===== config.mk =====
export PLATFORM = sky130hd
export DESIGN_NAME = modular_multiply_exponentiate_unit_flat
export DESIGN_NICKNAME = d
export VERILOG_FILES = /design/src/rtl/core/mme_pkg.sv /design/src/rtl/core/mme_channels.sv /design/src/rtl/core/mme_modmul.sv /design/src/rtl/core/modular_multiply_exponentiate_unit.sv /design/src/flat_wrapper.sv
export SDC_FILE = /design/constraint.sdc
export NUM_CORES = 2
export LEC_CHECK = 0
export CAP_MARGIN = 20
export CORE_MARGIN = 2
export CORE_UTILIZATION = 48
export DETAILED_ROUTE_END_ITERATION = 6
export DONT_BUFFER_PORTS = 1
export GPL_TIMING_DRIVEN = 0
export PLACE_DENSITY = 0.63
export SYNTH_ARGS = -nofsm -noshare
export SYNTH_HDL_FRONTEND = slang
export SYNTH_SLANG_ARGS = --single-unit

===== constraint.sdc =====
create_clock -name clk -period 12.21 [get_ports clk]
set_input_delay 0.6105 -clock clk [delete_from_list [all_inputs] [get_ports clk]]
set_output_delay 0.6105 -clock clk [all_outputs]
set_load 0.01 [all_outputs]

===== src/rtl/core/mme_pkg.sv =====
// ----------------------------------------------------------------------------
// mme_pkg
// Shared constants and codes of the modular multiply / exponentiate unit.
// ----------------------------------------------------------------------------
package mme_pkg;

    // Port field widths
    localparam int LOW_WIDTH  = 64;
    localparam int HIGH_WIDTH = 63;
    localparam int FULL_WIDTH = LOW_WIDTH + HIGH_WIDTH;
    localparam int EXP_PORT_WIDTH = 64;
    localparam int CFG_INDEX_WIDTH = 1;
    localparam int CFG_DATA_WIDTH  = 64;

    // Parameter defaults
    localparam int OPERAND_WIDTH_DEF  = 127;
    localparam int EXPONENT_WIDTH_DEF = 64;

    // Operation codes
    localparam logic FUNC_MUL = 1'b0;
    localparam logic FUNC_POW = 1'b1;

    // Configuration register indexes
    localparam logic [CFG_INDEX_WIDTH-1:0] REG_MODULUS_LOW  = 1'b0;
    localparam logic [CFG_INDEX_WIDTH-1:0] REG_MODULUS_HIGH = 1'b1;

    // Control between sequencer and multiplier
    typedef struct packed {
        logic start;
    } mme_mul_ctl_t;

    typedef struct packed {
        logic busy;
        logic done;
    } mme_mul_sts_t;

endpackage


===== src/rtl/core/mme_channels.sv =====
// ----------------------------------------------------------------------------
// mme channels
// Request, response and configuration channel interfaces.
// ----------------------------------------------------------------------------
interface mme_req_if;
    import mme_pkg::*;
    logic                  valid;
    logic                  ready;
    logic                  func;
    logic [LOW_WIDTH-1:0]  operand_a_low;
    logic [HIGH_WIDTH-1:0] operand_a_high;
    logic [LOW_WIDTH-1:0]  operand_b_low;
    logic [HIGH_WIDTH-1:0] operand_b_high;
    logic [EXP_PORT_WIDTH-1:0] exponent;

    modport source (output valid, func, operand_a_low, operand_a_high,
                    operand_b_low, operand_b_high, exponent, input ready);
    modport sink   (input valid, func, operand_a_low, operand_a_high,
                    operand_b_low, operand_b_high, exponent, output ready);
endinterface

interface mme_rsp_if;
    import mme_pkg::*;
    logic                  valid;
    logic                  ready;
    logic [LOW_WIDTH-1:0]  result_low;
    logic [HIGH_WIDTH-1:0] result_high;
    logic                  bad_operand;

    modport source (output valid, result_low, result_high, bad_operand, input ready);
    modport sink   (input valid, result_low, result_high, bad_operand, output ready);
endinterface

interface mme_cfg_if;
    import mme_pkg::*;
    logic                       valid;
    logic                       ready;
    logic [CFG_INDEX_WIDTH-1:0] index;
    logic [CFG_DATA_WIDTH-1:0]  data;

    modport source (output valid, index, data, input ready);
    modport sink   (input valid, index, data, output ready);
endinterface


===== src/rtl/core/mme_modmul.sv =====
// ----------------------------------------------------------------------------
// mme_modmul
// Bit-serial modular multiplier: add-and-double over the multiplier bits,
// LSB first, one multiplier bit per cycle, one conditional subtract per add.
// ----------------------------------------------------------------------------
module mme_modmul #(
    parameter int WIDTH = mme_pkg::OPERAND_WIDTH_DEF
) (
    input  logic                      clk,
    input  logic                      rst_n,
    input  mme_pkg::mme_mul_ctl_t     ctl,
    output mme_pkg::mme_mul_sts_t     sts,
    input  logic [WIDTH-1:0]          addend,
    input  logic [WIDTH-1:0]          multiplier,
    input  logic [WIDTH-1:0]          modulus,
    output logic [WIDTH-1:0]          product
);
    import mme_pkg::*;

    logic             busy_reg, busy_next;
    logic             done_reg, done_next;
    logic [WIDTH-1:0] acc_reg, acc_next;
    logic [WIDTH-1:0] add_reg, add_next;
    logic [WIDTH-1:0] mult_reg, mult_next;
    logic [WIDTH-1:0] acc_sum;
    logic [WIDTH-1:0] add_dbl;

    // (x + y) mod m for x, y below m
    function automatic logic [WIDTH-1:0] add_mod(
        input logic [WIDTH-1:0] x,
        input logic [WIDTH-1:0] y,
        input logic [WIDTH-1:0] m
    );
        logic [WIDTH:0] s;
        logic [WIDTH:0] t;
        s = {1'b0, x} + {1'b0, y};
        t = s - {1'b0, m};
        add_mod = (s >= {1'b0, m}) ? t[WIDTH-1:0] : s[WIDTH-1:0];
    endfunction

    assign acc_sum = add_mod(acc_reg, add_reg, modulus);
    assign add_dbl = add_mod(add_reg, add_reg, modulus);

    always_comb
    begin
        busy_next = busy_reg;
        done_next = 1'b0;
        acc_next  = acc_reg;
        add_next  = add_reg;
        mult_next = mult_reg;
        if (ctl.start)
        begin
            busy_next = 1'b1;
            acc_next  = '0;
            add_next  = addend;
            mult_next = multiplier;
        end
        else if (busy_reg)
        begin
            if (mult_reg == '0)
            begin
                busy_next = 1'b0;
                done_next = 1'b1;
            end
            else
            begin
                if (mult_reg[0])
                begin
                    acc_next = acc_sum;
                end
                add_next  = add_dbl;
                mult_next = mult_reg >> 1;
            end
        end
    end

    always_ff @(posedge clk or negedge rst_n)
    begin
        if (!rst_n)
        begin
            busy_reg <= 1'b0;
            done_reg <= 1'b0;
        end
        else
        begin
            busy_reg <= busy_next;
            done_reg <= done_next;
        end
    end

    always_ff @(posedge clk)
    begin
        acc_reg  <= acc_next;
        add_reg  <= add_next;
        mult_reg <= mult_next;
    end

    assign sts.busy = busy_reg;
    assign sts.done = done_reg;
    assign product  = acc_reg;

    a_done_idle: assert property (@(posedge clk) disable iff (!rst_n)
        done_reg |-> !busy_reg)
        else $error("multiplier done while busy");

    a_start_idle: assert property (@(posedge clk) disable iff (!rst_n)
        ctl.start |-> !busy_reg && !done_reg)
        else $error("multiplier started while in use");

    a_done_after_busy: assert property (@(posedge clk) disable iff (!rst_n)
        done_reg |-> $past(busy_reg))
        else $error("multiplier done without a run");

endmodule


===== src/rtl/core/modular_multiply_exponentiate_unit.sv =====
// ----------------------------------------------------------------------------
// modular_multiply_exponentiate_unit
// Modular multiply a*b mod m, or right-to-left square-and-multiply a^e mod m.
// One transaction at a time; the bit-serial multiplier, one multiplier bit per cycle,
// sets the pace. Results wait in an output register.
// Reset: modulus resets to 1, control state clears, no transaction pending.
// ----------------------------------------------------------------------------
module modular_multiply_exponentiate_unit #(
    parameter int OPERAND_WIDTH  = mme_pkg::OPERAND_WIDTH_DEF,
    parameter int EXPONENT_WIDTH = mme_pkg::EXPONENT_WIDTH_DEF
) (
    input  logic    clk,
    input  logic    rst_n,
    mme_cfg_if.sink cfg,
    mme_req_if.sink req,
    mme_rsp_if.source rsp
);
    import mme_pkg::*;

    localparam logic [2:0] S_IDLE  = 3'd0;
    localparam logic [2:0] S_CHECK = 3'd1;
    localparam logic [2:0] S_MWAIT = 3'd2;
    localparam logic [2:0] S_EXP   = 3'd3;
    localparam logic [2:0] S_RWAIT = 3'd4;
    localparam logic [2:0] S_SQ    = 3'd5;
    localparam logic [2:0] S_AWAIT = 3'd6;
    localparam logic [2:0] S_DONE  = 3'd7;

    logic [2:0]                state_reg, state_next;
    logic [LOW_WIDTH-1:0]      mod_low_reg;
    logic [HIGH_WIDTH-1:0]     mod_high_reg;
    logic                      func_reg, func_next;
    logic [OPERAND_WIDTH-1:0]  a_reg, a_next;
    logic [OPERAND_WIDTH-1:0]  b_reg, b_next;
    logic [EXPONENT_WIDTH-1:0] e_reg, e_next;
    logic [OPERAND_WIDTH-1:0]  r_reg, r_next;
    logic                      bad_reg, bad_next;
    logic                      rsp_valid_reg, rsp_valid_next;
    logic [LOW_WIDTH-1:0]      rsp_low_reg, rsp_low_next;
    logic [HIGH_WIDTH-1:0]     rsp_high_reg, rsp_high_next;
    logic                      rsp_bad_reg, rsp_bad_next;

    logic [FULL_WIDTH-1:0]     mod_full;
    logic [FULL_WIDTH-1:0]     a_full;
    logic [FULL_WIDTH-1:0]     b_full;
    logic [FULL_WIDTH-1:0]     res_full;
    logic [OPERAND_WIDTH-1:0]  modulus;
    logic                      check_bad;

    mme_mul_ctl_t              mul_ctl;
    mme_mul_sts_t              mul_sts;
    logic [OPERAND_WIDTH-1:0]  mul_addend;
    logic [OPERAND_WIDTH-1:0]  mul_multiplier;
    logic [OPERAND_WIDTH-1:0]  mul_product;

    assign mod_full = {mod_high_reg, mod_low_reg};
    assign modulus  = mod_full[OPERAND_WIDTH-1:0];
    assign a_full   = {req.operand_a_high, req.operand_a_low};
    assign b_full   = {req.operand_b_high, req.operand_b_low};
    assign res_full = FULL_WIDTH'(r_reg);

    assign check_bad = (modulus == '0) || (a_reg >= modulus) ||
                       ((func_reg == FUNC_MUL) && (b_reg >= modulus));

    // Configuration writes land at once
    assign cfg.ready = 1'b1;

    always_ff @(posedge clk or negedge rst_n)
    begin
        if (!rst_n)
        begin
            mod_low_reg  <= LOW_WIDTH'(1);
            mod_high_reg <= '0;
        end
        else if (cfg.valid)
        begin
            unique case (cfg.index)
                REG_MODULUS_LOW:  mod_low_reg  <= cfg.data;
                REG_MODULUS_HIGH: mod_high_reg <= cfg.data[HIGH_WIDTH-1:0];
                default: ;
            endcase
        end
    end

    assign req.ready = (state_reg == S_IDLE);

    always_comb
    begin
        state_next     = state_reg;
        func_next      = func_reg;
        a_next         = a_reg;
        b_next         = b_reg;
        e_next         = e_reg;
        r_next         = r_reg;
        bad_next       = bad_reg;
        rsp_valid_next = rsp_valid_reg;
        rsp_low_next   = rsp_low_reg;
        rsp_high_next  = rsp_high_reg;
        rsp_bad_next   = rsp_bad_reg;
        mul_ctl.start  = 1'b0;
        mul_addend     = a_reg;
        mul_multiplier = b_reg;

        if (rsp_valid_reg && rsp.ready)
        begin
            rsp_valid_next = 1'b0;
        end

        unique case (state_reg)
            S_IDLE:
            begin
                if (req.valid)
                begin
                    func_next  = req.func;
                    a_next     = a_full[OPERAND_WIDTH-1:0];
                    b_next     = b_full[OPERAND_WIDTH-1:0];
                    e_next     = req.exponent[EXPONENT_WIDTH-1:0];
                    state_next = S_CHECK;
                end
            end
            S_CHECK:
            begin
                bad_next = check_bad;
                if (check_bad)
                begin
                    r_next     = '0;
                    state_next = S_DONE;
                end
                else if (func_reg == FUNC_MUL)
                begin
                    mul_ctl.start = 1'b1;
                    state_next    = S_MWAIT;
                end
                else
                begin
                    r_next     = (modulus == OPERAND_WIDTH'(1)) ? '0 : OPERAND_WIDTH'(1);
                    state_next = S_EXP;
                end
            end
            S_MWAIT:
            begin
                if (mul_sts.done)
                begin
                    r_next     = mul_product;
                    state_next = S_DONE;
                end
            end
            S_EXP:
            begin
                mul_addend     = r_reg;
                mul_multiplier = a_reg;
                if (e_reg == '0)
                begin
                    state_next = S_DONE;
                end
                else if (e_reg[0])
                begin
                    mul_ctl.start = 1'b1;
                    state_next    = S_RWAIT;
                end
                else
                begin
                    state_next = S_SQ;
                end
            end
            S_RWAIT:
            begin
                if (mul_sts.done)
                begin
                    r_next     = mul_product;
                    state_next = S_SQ;
                end
            end
            S_SQ:
            begin
                mul_addend     = a_reg;
                mul_multiplier = a_reg;
                e_next         = e_reg >> 1;
                // square the base only while exponent bits remain
                if ((e_reg >> 1) != '0)
                begin
                    mul_ctl.start = 1'b1;
                    state_next    = S_AWAIT;
                end
                else
                begin
                    state_next = S_EXP;
                end
            end
            S_AWAIT:
            begin
                if (mul_sts.done)
                begin
                    a_next     = mul_product;
                    state_next = S_EXP;
                end
            end
            S_DONE:
            begin
                // hold until the output register is free
                if (!rsp_valid_reg || rsp.ready)
                begin
                    rsp_valid_next = 1'b1;
                    rsp_low_next   = res_full[LOW_WIDTH-1:0];
                    rsp_high_next  = res_full[FULL_WIDTH-1:LOW_WIDTH];
                    rsp_bad_next   = bad_reg;
                    state_next     = S_IDLE;
                end
            end
            default:
            begin
                state_next = S_IDLE;
            end
        endcase
    end

    always_ff @(posedge clk or negedge rst_n)
    begin
        if (!rst_n)
        begin
            state_reg     <= S_IDLE;
            rsp_valid_reg <= 1'b0;
        end
        else
        begin
            state_reg     <= state_next;
            rsp_valid_reg <= rsp_valid_next;
        end
    end

    always_ff @(posedge clk)
    begin
        func_reg     <= func_next;
        a_reg        <= a_next;
        b_reg        <= b_next;
        e_reg        <= e_next;
        r_reg        <= r_next;
        bad_reg      <= bad_next;
        rsp_low_reg  <= rsp_low_next;
        rsp_high_reg <= rsp_high_next;
        rsp_bad_reg  <= rsp_bad_next;
    end

    assign rsp.valid       = rsp_valid_reg;
    assign rsp.result_low  = rsp_low_reg;
    assign rsp.result_high = rsp_high_reg;
    assign rsp.bad_operand = rsp_bad_reg;

    mme_modmul #(
        .WIDTH (OPERAND_WIDTH)
    ) u_modmul (
        .clk        (clk),
        .rst_n      (rst_n),
        .ctl        (mul_ctl),
        .sts        (mul_sts),
        .addend     (mul_addend),
        .multiplier (mul_multiplier),
        .modulus    (modulus),
        .product    (mul_product)
    );

    a_done_in_wait: assert property (@(posedge clk) disable iff (!rst_n)
        mul_sts.done |-> (state_reg == S_MWAIT) || (state_reg == S_RWAIT) ||
                         (state_reg == S_AWAIT))
        else $error("multiplier result outside a wait state");

    a_square_has_bits: assert property (@(posedge clk) disable iff (!rst_n)
        (state_reg == S_SQ) |-> (e_reg != '0))
        else $error("square step with exhausted exponent");

    a_bad_zero: assert property (@(posedge clk) disable iff (!rst_n)
        (rsp_valid_reg && rsp_bad_reg) |-> (rsp_low_reg == '0) && (rsp_high_reg == '0))
        else $error("flagged transaction carries a nonzero result");

    a_wait_busy: assert property (@(posedge clk) disable iff (!rst_n)
        ((state_reg == S_MWAIT) && !mul_sts.done) |-> mul_sts.busy)
        else $error("waiting on an idle multiplier");

endmodule


===== src/flat_wrapper.sv =====
// flat-port wrapper written by rule: the top's interface ports become plain ports
module modular_multiply_exponentiate_unit_flat import mme_pkg::*;
#(
    parameter int OPERAND_WIDTH  = mme_pkg::OPERAND_WIDTH_DEF,
    parameter int EXPONENT_WIDTH = mme_pkg::EXPONENT_WIDTH_DEF
)
  (clk, rst_n, cfg_valid, cfg_index, cfg_data, cfg_ready, req_valid, req_func, req_operand_a_low, req_operand_a_high, req_operand_b_low, req_operand_b_high, req_exponent, req_ready, rsp_valid, rsp_result_low, rsp_result_high, rsp_bad_operand, rsp_ready);
  mme_cfg_if cfg_i ();
  mme_req_if req_i ();
  mme_rsp_if rsp_i ();
  input  logic clk;
  input  logic rst_n;
  input wire logic [$bits(cfg_i.valid)-1:0] cfg_valid;
  input wire logic [$bits(cfg_i.index)-1:0] cfg_index;
  input wire logic [$bits(cfg_i.data)-1:0] cfg_data;
  output wire logic [$bits(cfg_i.ready)-1:0] cfg_ready;
  input wire logic [$bits(req_i.valid)-1:0] req_valid;
  input wire logic [$bits(req_i.func)-1:0] req_func;
  input wire logic [$bits(req_i.operand_a_low)-1:0] req_operand_a_low;
  input wire logic [$bits(req_i.operand_a_high)-1:0] req_operand_a_high;
  input wire logic [$bits(req_i.operand_b_low)-1:0] req_operand_b_low;
  input wire logic [$bits(req_i.operand_b_high)-1:0] req_operand_b_high;
  input wire logic [$bits(req_i.exponent)-1:0] req_exponent;
  output wire logic [$bits(req_i.ready)-1:0] req_ready;
  output wire logic [$bits(rsp_i.valid)-1:0] rsp_valid;
  output wire logic [$bits(rsp_i.result_low)-1:0] rsp_result_low;
  output wire logic [$bits(rsp_i.result_high)-1:0] rsp_result_high;
  output wire logic [$bits(rsp_i.bad_operand)-1:0] rsp_bad_operand;
  input wire logic [$bits(rsp_i.ready)-1:0] rsp_ready;
  assign cfg_i.valid = cfg_valid;
  assign cfg_i.index = cfg_index;
  assign cfg_i.data = cfg_data;
  assign cfg_ready = cfg_i.ready;
  assign req_i.valid = req_valid;
  assign req_i.func = req_func;
  assign req_i.operand_a_low = req_operand_a_low;
  assign req_i.operand_a_high = req_operand_a_high;
  assign req_i.operand_b_low = req_operand_b_low;
  assign req_i.operand_b_high = req_operand_b_high;
  assign req_i.exponent = req_exponent;
  assign req_ready = req_i.ready;
  assign rsp_valid = rsp_i.valid;
  assign rsp_result_low = rsp_i.result_low;
  assign rsp_result_high = rsp_i.result_high;
  assign rsp_bad_operand = rsp_i.bad_operand;
  assign rsp_i.ready = rsp_ready;
  modular_multiply_exponentiate_unit #(.OPERAND_WIDTH(OPERAND_WIDTH), .EXPONENT_WIDTH(EXPONENT_WIDTH)) u_core (.clk(clk), .rst_n(rst_n), .cfg(cfg_i), .req(req_i), .rsp(rsp_i));
endmodule

# After elaboration in Yosys (flattened, before gate mapping)
# Cells that the tools add are included.
dict set report classes {
  mul 0
  div 0
  order_cmp 4
  add_sub_neg 4
  bitwise 3
  mux 45
  n_reduce_logical 27
  shifts 0
  eq_ne 16
}
# operator n
set op_table {}
lappend op_table {{2-to-1 mux 127 bit} 14}
lappend op_table {{case mux 127 bit (2 select lines)} 2}
lappend op_table {{adder 127 x 127 -> 128 bit} 2}
lappend op_table {{>= comparator 128 x 127 -> 1 bit} 2}
lappend op_table {{>= comparator 127 bit} 2}
lappend op_table {{zero test 127 bit} 2}
lappend op_table {{subtractor 127 bit} 2}
lappend op_table {{case mux 64 bit (2 select lines)} 1}
lappend op_table {{== test 127 x 1 -> 1 bit (second input constant)} 1}
lappend op_table {{zero test 64 bit} 1}
lappend op_table {{2-to-1 mux 64 bit} 1}
lappend op_table {{nonzero test 64 bit} 1}
lappend op_table {{2-to-1 mux 3 bit} 8}
lappend op_table {{case mux 3 bit (8 select lines)} 1}
lappend op_table {{2-to-1 mux 1 bit} 17}
lappend op_table {{== test 3 bit (second input constant)} 4}
lappend op_table {{AND reduction 2 bit} 6}
lappend op_table {{AND reduction 3 bit} 3}
lappend op_table {{!= test 2 bit (second input constant)} 4}
lappend op_table {{nonzero test 2 bit} 4}
lappend op_table {{== test 3 x 2 -> 1 bit (second input constant)} 2}
lappend op_table {{!= test 2 x 1 -> 1 bit (second input constant)} 3}
lappend op_table {{AND reduction 5 bit} 1}
lappend op_table {{OR reduction 2 bit} 2}
lappend op_table {{other kinds (8)} 13}
dict set report totals {
  output_inout_bits 131
  rom_bits 0
  ram_bits 0
  memories 0
  latch_bits 0
  reg_bits 1089
}

# Longest topological paths before layout
dict set report logic_depth {
  depth_word 7
  ltp_mapped 33
}

# Cells and area by module
# A second synthesis with hierarchy kept.
dict set report unflattened {
  hier_cells 7925
  hier_area_um2 76468.3
}
# module cells_per_inst area_each_um2 instances
set modules_own_cells {}
lappend modules_own_cells {mme_modmul 5461 41941.5 1}
lappend modules_own_cells {modular_multiply_exponentiate_unit 2464 34526.9 1}

# Worst setup path after synthesis
# OpenSTA, ideal clock, no wires.
dict set report synth_timing {
  path_kind {flip-flop to flip-flop}
  startpoint {register u_core.state_reg[2]}
  endpoint {register u_core.a_reg[0], enable pin}
  arrival_ns 10.196
  required_time_ns 11.421
  synth_period_minus_slack_ns 10.986
  setup_slack_ns 1.224
  path_buffers 3
  path_stages_with_launch 6
  cell_sequence {dfrtp_1 > buf_1 > nand3b_1 > clkbuf_1 > buf_1 > o21ai_0}
}
dict set report synth_via {
  elab_chain_cells 3
}
# element line
set synth_rtl {}
lappend synth_rtl {{from (decl)} modular_multiply_exponentiate_unit.sv:29} ;# logic [2:0] state_reg, state_next;
lappend synth_rtl {{from (signal assigned)} modular_multiply_exponentiate_unit.sv:226} ;# state_reg <= state_next;
lappend synth_rtl {{== test 3 bit or zero test 3 bit (tied branches)} modular_multiply_exponentiate_unit.sv:109} ;# unique case (state_reg)
lappend synth_rtl {{!= test 2 bit (no source line) or nonzero test 2 bit (tied branches)} n/a}
lappend synth_rtl {{AND reduction 3 bit (no source line) (*)} n/a}
lappend synth_rtl {{to (signal assigned)} modular_multiply_exponentiate_unit.sv:234} ;# a_reg <= a_next;
lappend synth_rtl {{to (decl)} modular_multiply_exponentiate_unit.sv:33} ;# logic [OPERAND_WIDTH-1:0] a_reg, a_next;
# Mark *: on every way between the ends. The rest lies on a longest branch, timed or not.
# A chain may end at the register's enable or synchronous reset.

# Worst setup path after layout
dict set report layout_timing {
  startpoint {register u_core.u_modmul.acc_reg[34], in the netlist u_core.u_modmul.product[34]}
  endpoint {register u_core.u_modmul.acc_reg[79], in the netlist u_core.u_modmul.product[79]}
}
dict set report layout_via {
  elab_chain_cells 3
}
# element line
set layout_rtl {}
lappend layout_rtl {{from (decl)} mme_modmul.sv:22} ;# logic [WIDTH-1:0] acc_reg, acc_next;
lappend layout_rtl {{from (signal assigned)} mme_modmul.sv:93} ;# acc_reg <= acc_next;
lappend layout_rtl {{adder 127 x 127 -> 128 bit (*)} mme_modmul.sv:36} ;# s = {1'b0, x} + {1'b0, y};
lappend layout_rtl {{subtractor 127 bit or >= comparator 128 x 127 -> 1 bit (tied branches)} {mme_modmul.sv:37, mme_modmul.sv:38}}
lappend layout_rtl {{2-to-1 mux 127 bit (*)} mme_modmul.sv:38} ;# add_mod = (s >= {1'b0, m}) ? t[WIDTH-1:0] : s[WIDTH-1:0];
# Marks and branches as above.

==> flow_summary.ini <==
[grt]
gr-total-overflow = 0
grt_use_total_pct = 41.6
met2_usage_pct = 60.9
antenna_found_initial = 70
grt.busiest_layer = met2
grt_first_pass_wirelength_um = 473000
use_met3_pct = 12.2
grtUsageMet1_pct = 55.9
grt_start_max_net_pins = 134
grt_pass1_vias = 65400

[yosys]
yosys_warnings = 0
synth.distinct_cells = 107
synthFlopType = edfxtp_1
syn_area_mm2 = 0.0742
synth.net_count = 9018
ys_seq_area_share_pct = 41.5
synth.avg_cell_area_um2 = 9.28
synth_edf_count = 829
synthCells = 7991
synth-seq-cells = 1089
async_flop_share_pct = 12.2

[pwr]
internal-power_mw = 6.98
switching_share_pct = 32.4
seq_power_share_pct = 39.7
pwr-share-clk_pct = 36.6
p_leak_nw = 31.0
comb_power_share_pct = 23.7
power.density_mw_per_mm2 = 123
ir_worst_vdd_mv = 0.132
p_switching_mw = 3.34

[floorplan]
placementRows = 144
ioPinCount = 520
start_util_pct = 48.3
die_area_mm2 = 0.158
die_y_um = 397
coreArea_mm2 = 0.154
dieWidth_um = 397

[critical_path]
worstRegToRegCells = 28
reg2reg_slack_ns = 1.39
critPathKind = reg2reg
cp_max_fo = 10
slowest_stage = a31oi_1
max_stage_delay_ns = 0.84
cp-startpoint = u_core.u_modmul.product[34]$_SDFFE_PP0P_
r2r_start = u_core.u_modmul.product[34]$_SDFFE_PP0P_
startpoint_type = flip-flop
worst_path_most_repeated_cell = a21oi_1
cp.arrival_ns = 11.41
reg2reg_to = u_core.u_modmul.product[79]$_SDFFE_PP0P_
endpoint_kind = flip-flop
required_ns = 12.81

[timing]
fin_skew_ns = 0.0554
slew_violations = 0
final-hold-violation-count = 0
fmax_ghz = 0.0924
setup_viol = 0
post-route-min-period_ns = 10.82
rsz0062_at_grt = false
worstMarginPinSlew_ns = 1.35
hold_ws_ns = 0.0415
fin_tns_setup_ns = 0
period_share_pct = 88.6
slew_headroom_pct = 9.50

[drt]
drcViolationCount = 2
wirelength_um = 341000
avgRoutedWirePerCell_um = 32.3
drtAntennaViolNets = 0
vias = 69100
first_pass_iters = 7
routed_via_density = 6.54
drt_iter0_markers = 8171

[final_layout]
mostFrequentLayoutCells = nand2_1 (1028), edfxtp_1 (829), nor2_1 (738)
synthToLayoutAreaGrowth_pct = 13.1
nets = 9395
fillCellCount = 14000
layout-drive-gt1-share_pct = 7.60
layout_commonest_cell = nand2_1

[cts]
cts_tree = yes
cts_buffers = 119
clk_pin_slew_ns = 0.07
cts-root-buf = clkbuf_16
htree_levels = 3
post_cts_buffers = 0
cts_hold_buf = 194
clock_path_buffers = 3
cts_sinks = 1089
clock_latency_ns = 0.79
cts_resized = 0

[run_status]
status = finished with violations
violations = DRC

[place]
gp_congestion = 1.05
dp.final_hpwl_um = 279000
port-buffer-count = 0

[run]
cap_violations = 0

[min_path]
hp-start = req_valid
hold_depth = 2
hold_end = u_core.state_reg[0]$_DFFE_PN0P_
worstHoldPathType = in2reg
-- synth_stat cells, drive strengths merged (127+ instances only) --
| master | number | area, um^2 |
|---|---|---|
| nor3 | 172 | 871 |
| dfrtp | 132 | 3300 |
| nor2 | 740 | 2790 |
| o21ai | 453 | 2290 |
| a21oi | 662 | 3330 |
| xor2 | 138 | 1210 |
| ha | 635 | 7950 |
| a21o | 225 | 1690 |
| inv | 237 | 890 |
| a31oi | 277 | 1780 |
| nand4 | 219 | 1380 |
| mux2 | 255 | 2870 |
| dfxtp | 127 | 2540 |
| clkbuf | 352 | 1320 |
| a211oi | 227 | 1710 |
| edfxtp | 829 | 24900 |
| xnor2 | 227 | 2000 |
| nand2 | 1032 | 3880 |
| and2 | 151 | 946 |
-- power by group through the flow --
stage | registers (mW) | logic, mW | clock network [mW]
finish | 4.10 | 2.44 | 3.78
global route | 4.11 | 2.60 | 3.91
CTS | 4.10 | 2.35 | 3.79
detailed placement | 4.18 | 2.26 | 0
global placement | 4.18 | 2.23 | 0
floorplan | 4.15 | 1.50 | 0
-- metrics by stage --
stage	instances	setup slack (ns)	util, %	area [um^2]	power (mW)
global route	10500	1.34	54.6	83800	10.6
CTS	10500	1.79	54.5	83800	10.2
floorplan	7991	1.22	-	74200	5.66
detailed placement	10100	1.87	50.7	77800	6.43
global placement	10000	-5.66	49.9	76700	6.41
finish	10600	1.39	54.6	83900	10.3
-- critical path, delay by kind of cell, from the launching register on --
family / cells / cell delay, ns
buffers and inverters: 2 / 1.09
adders and majority gates: 2 / 0.79
AOI/OAI and AO/OA: 17 / 6.66
and+or+nand+nor: 6 / 1.14
xor gates and xnor gates: 1 / 0.30
DFF: 1 / 0.63
-- cell type report --
type | count | area (um^2) | share of cell area [%]
antenna | 43 | 108 | 0.128
buffer | 400 | 1590 | 1.89
clock buffer | 146 | 3130 | 3.73
clock inverter | 76 | 856 | 1.02
inverter | 237 | 895 | 1.07
multi-input combinational | 6265 | 41100 | 48.9
sequential | 1089 | 30800 | 36.7
tap | 2044 | 2560 | 3.05
timing repair buffer | 256 | 2970 | 3.54
-- kinds of logic after synthesis --
family | share of synthesized area [%]
buffers and inverters | 3.31
XOR/XNOR | 4.32
adder cells (fa/ha/maj) | 10.8
AND/OR/NAND/NOR | 16.7
multiplexers | 4.14
AO/OA/AOI/OAI | 19.2
other | 0.00506
flip-flops | 41.5
-- layer usage --
layer  up-vias  share of wire (%)  wire length (um)
li1      30500                  -                 -
met2      4123                 42            142000
met3       765                 11             39000
met5         -               0.13               426
met4        56                5.9             20100
met1     33600                 41            139000
-- how the worst max path moves through the flow --
stage	cells past startpoint	endpoint
2_1_floorplan	5	u_core.a_reg[0]$_DFFE_PP_
3_3_place_gp	16	u_core.u_modmul.mult_reg[60]$_DFFE_PP_
3_5_place_dp	30	u_core.u_modmul.product[79]$_SDFFE_PP0P_
4_1_cts	30	u_core.u_modmul.product[79]$_SDFFE_PP0P_
5_1_grt	30	u_core.u_modmul.product[79]$_SDFFE_PP0P_
6_report	28	u_core.u_modmul.product[79]$_SDFFE_PP0P_
(Power assumes the default switching activity.)
